===== src/hw/rtl/css_pkg.sv =====
package css_pkg;

  localparam int HEAD_W      = 64;
  localparam int TAIL_W      = 16;
  localparam int STR_BYTES   = 10;
  localparam int LEN_W       = 4;
  localparam int ALL_COLUMNS = 5;

  // The length sits above the characters, so a plain unsigned compare of two
  // entries orders them by length first and by byte order second.
  typedef struct packed {
    logic [LEN_W-1:0]  len;
    logic [HEAD_W-1:0] head;
    logic [TAIL_W-1:0] tail;
  } entry_t;

  typedef enum logic [3:0] {
    S_IDLE,
    S_LOAD,
    S_SORT_INIT,
    S_SORT_FIRST,
    S_SORT_CMP,
    S_SORT_END,
    S_EMIT_RD,
    S_EMIT_CAP,
    S_EMIT_OUT
  } state_t;

endpackage


===== src/hw/rtl/css_norm.sv =====
module css_norm #(
  parameter int MAX_CHARS = 10
) (
  input  logic [css_pkg::HEAD_W-1:0] head,
  input  logic [css_pkg::TAIL_W-1:0] tail,
  output css_pkg::entry_t            entry
);

  localparam int FLAT_W = css_pkg::HEAD_W + css_pkg::TAIL_W;

  logic [FLAT_W-1:0]         flat;
  logic [FLAT_W-1:0]         mask;
  logic [css_pkg::LEN_W-1:0] len;

  assign flat = {head, tail};

  // A character is kept only while it and every earlier one are nonzero and the
  // position is within the character limit.
  always_comb begin
    logic run;
    run  = 1'b1;
    mask = '0;
    len  = '0;
    for (int i = 0; i < css_pkg::STR_BYTES; i++) begin
      run = run && (i < MAX_CHARS) && (flat[FLAT_W-1-8*i -: 8] != 8'h00);
      if (run) begin
        mask[FLAT_W-1-8*i -: 8] = 8'hFF;
        len = css_pkg::LEN_W'(i + 1);
      end
    end
  end

  assign entry.len  = len;
  assign entry.head = flat[FLAT_W-1 -: css_pkg::HEAD_W] & mask[FLAT_W-1 -: css_pkg::HEAD_W];
  assign entry.tail = flat[css_pkg::TAIL_W-1:0] & mask[css_pkg::TAIL_W-1:0];

endmodule


===== config.mk =====
export PLATFORM = sky130hd
export DESIGN_NAME = css_norm
export DESIGN_NICKNAME = d
export VERILOG_FILES = /design/src/hw/rtl/css_pkg.sv /design/src/hw/rtl/css_norm.sv
export SDC_FILE = /design/constraint.sdc
export NUM_CORES = 1
export LEC_CHECK = 0
export BUFFER_PORTS_ARGS = -buffer_cell sky130_fd_sc_hd__buf_2
export CORE_AREA = 2 2 63 65
export DETAILED_ROUTE_END_ITERATION = 12
export DIE_AREA = 0 0 65 67
export MAX_ROUTING_LAYER = met4
export PLACE_DENSITY = 0.82
export SYNTH_ARGS = -nofsm -noshare
export SYNTH_HDL_FRONTEND = slang
export SYNTH_SLANG_ARGS = --single-unit

===== constraint.sdc =====
create_clock -name vclk -period 3.8
set_input_delay 1.14 -clock vclk [all_inputs]
set_output_delay 1.14 -clock vclk [all_outputs]
set_load 0.01 [all_outputs]

==> results.md <==
- Layout overhead on the synthesized area: 110%
- Final core utilization: between 40% and 50%
- Via count: around 1.5k
- FFs & Latches: 0
- Final #Nets: 370
- Yosys cell types: 21
- Initial antenna violation count: 0
- Die Ht: roughly 67 µm
- CP Capture Type: output port
- Final setup viols: 0
- Pwr dens: around 100 nW/µm²
- Inst Count DP: 335
- GRT Total Usage: 14.8%
- CP max FO: 9
- Post-DP HPWL: approximately 3.2 mm
- Max Slew Vio Count: 0
- Rows: 22
- Final min period: around 3.7 ns
- RSZ-0062 raised after global routing: no
- Core area: ~3600 µm²
- Vias per inst: roughly 4.4
- Share of cells above drive strength 1: around 61%
- Initial Util: around 23%
- GPL Wtd Cong: between 0.8 and 0.9
- GR Overflow Total: 0
- Layout clock buffers: 0
- # diodes: 0
- Fin cells: roughly 340
- Worst hold stages: 2
- WP data arrival: 2.53 ns
- WL per Instance: between 10 and 15 µm
- Mapped Cells: 133
- Vias in the first global route: between 1k and 1.5k
- Fmax: roughly 0.27 GHz
- Register area: 0 µm²
- HP Start: head[57]
- Critical path startpoint category: primary input
- Outcome: completed
- WP data required: around 2.7 ns
- Design area: approximately 1700 µm²
- Synthesized area: between 800 and 900 µm²
- PnR worst setup slack: between 0.1 and 0.15 ns
- Synth warnings: 0
- Max_slew headroom: 68.2%
- Maximum capacitance violations: 0
- Syn avg cell area: approximately 6.1 µm²
- Fin Setup TNS: 0 ns
- Static leakage: 0.966 nW
- First-pass GRT wire length: about 5.2 mm
- Drt first pass iters: 3
- Die Wd: 65 µm
- Hold_ws: 2.49 ns
- Number of port buffers: 164
- Fin crit share: a little over nine tenths
- Max VDD drop: between 0.06 and 0.07 mV
- Worst-margin pin slew: between 0.4 and 0.5 ns
- Hold_buf cts: 0
- Area after DPL: around 1700 µm²
- ANT nets after route: 0
- Critical path type: primary input to output port
- Worst hold endpoint: entry[73]
- Mapped Nets: 213
- HP Class: primary input to output port
- WL final: 3.64 mm
- Total I/O pin count: 164
- Die area: between 4000 and 5000 µm²
- Seq/Total Area, Yosys: 0%
- Largest net degree at the start of global routing: 19
- DRC viols: 0
- Starting DRT DRC Count: 15
- Final hold vios: 0
- Place WS: between 0.05 and 0.06 ns
- Overall Power: approximately 0.17 mW
## synth_stat cells
| cell | n | area (µm²) |
|---|---|---|
| and2_1 | 56 | 350 |
| and3_1 | 16 | 100 |
| nor4_1 | 16 | 100 |
| clkbuf_1 | 12 | 45.0 |
| nand2_1 | 10 | 37.5 |
| nor2_1 | 4 | 15.0 |
| or4_1 | 4 | 30.0 |
| o21ai_0 | 2 | 10.0 |
| a21o_1 | 1 | 7.51 |
| a21o_4 | 1 | 15.0 |
| a21oi_1 | 1 | 5.00 |
| a311oi_1 | 1 | 8.76 |
| buf_6 | 1 | 11.3 |
| inv_1 | 1 | 3.75 |
| mux2i_1 | 1 | 10.0 |
| nand3_1 | 1 | 5.00 |
| nand4_4 | 1 | 21.3 |
| nor2_2 | 1 | 6.26 |
| nor3_2 | 1 | 10.0 |
| nor4_2 | 1 | 12.5 |
| o211ai_1 | 1 | 7.51 |
## logic make-up after synthesis
| family | synth area share, % |
|---|---|
| AO/OA/AOI/OAI | 6.63 |
| buffers and inverters | 7.40 |
| AND/OR/NAND/NOR | 84.7 |
| multiplexers | 1.23 |
## cell type report
type / instances / area (µm²)
repair buffers: 168 / 851
inverters: 1 / 3.75
multi-input cells: 119 / 787
fillers: 384 / 1900
well taps: 48 / 60.1
## worst max-delay path, cell delays in order
cell and delay (ns):
buf_2 0.10, or4_1 0.56, nor2_4 0.14, a21o_4 0.14, nor2_1 0.12, and2_1 0.18
buf_2 0.13
## cells in the final DEF (no fill, tap or decap)
cell,Yosys,routed
a21o_1,1,1
a21o_4,1,1
a21oi_1,1,1
a311oi_1,1,1
and2_1,56,56
and3_1,16,16
buf_2,0,164
buf_4,0,4
inv_1,1,1
mux2i_1,1,1
nand2_1,10,10
nand3_1,1,1
nand4_4,1,1
nor2_1,4,3
nor2_2,1,1
nor2_4,0,1
nor3_4,0,1
nor4_1,16,14
nor4_2,1,2
nor4_4,0,1
o211ai_1,1,1
o21ai_0,2,2
or4_1,4,4
## layer usage
| layer | GRT usage (%) | share of wire [%] |
|---|---|---|
| met4 | 0 | 0 |
| met1 | 16.7 | 40 |
| met3 | 0.676 | 9.5 |
| met2 | 30.4 | 51 |
| met5 | - | 0 |
## worst max-delay path by stage
| stage | startpoint | end | slack, ns | cells after the start |
|---|---|---|---|---|
| floorplan | head[28] | entry[10] | 0.34 | 6 |
| global placement | head[28] | entry[8] | 0.06 | 7 |
| detailed placement | head[34] | entry[8] | 0.05 | 7 |
| CTS | head[34] | entry[8] | 0.04 | 7 |
| global route | head[24] | entry[80] | 0.03 | 7 |
| finish | head[24] | entry[30] | 0.13 | 7 |
## report_power, final
| group | internal, mW | switching, mW |
|---|---|---|
| Sequential | 0 | 0 |
| Clock | 0 | 0 |
| Combinational | 0.0880 | 0.0784 |
## repair_timing
item                       CTS  global route
hold endpoints to repair     0             0
buffers inserted             0             1
setup endpoints to repair    0            42
gates resized for setup      0             6
Power figures use the tool's default switching activity.
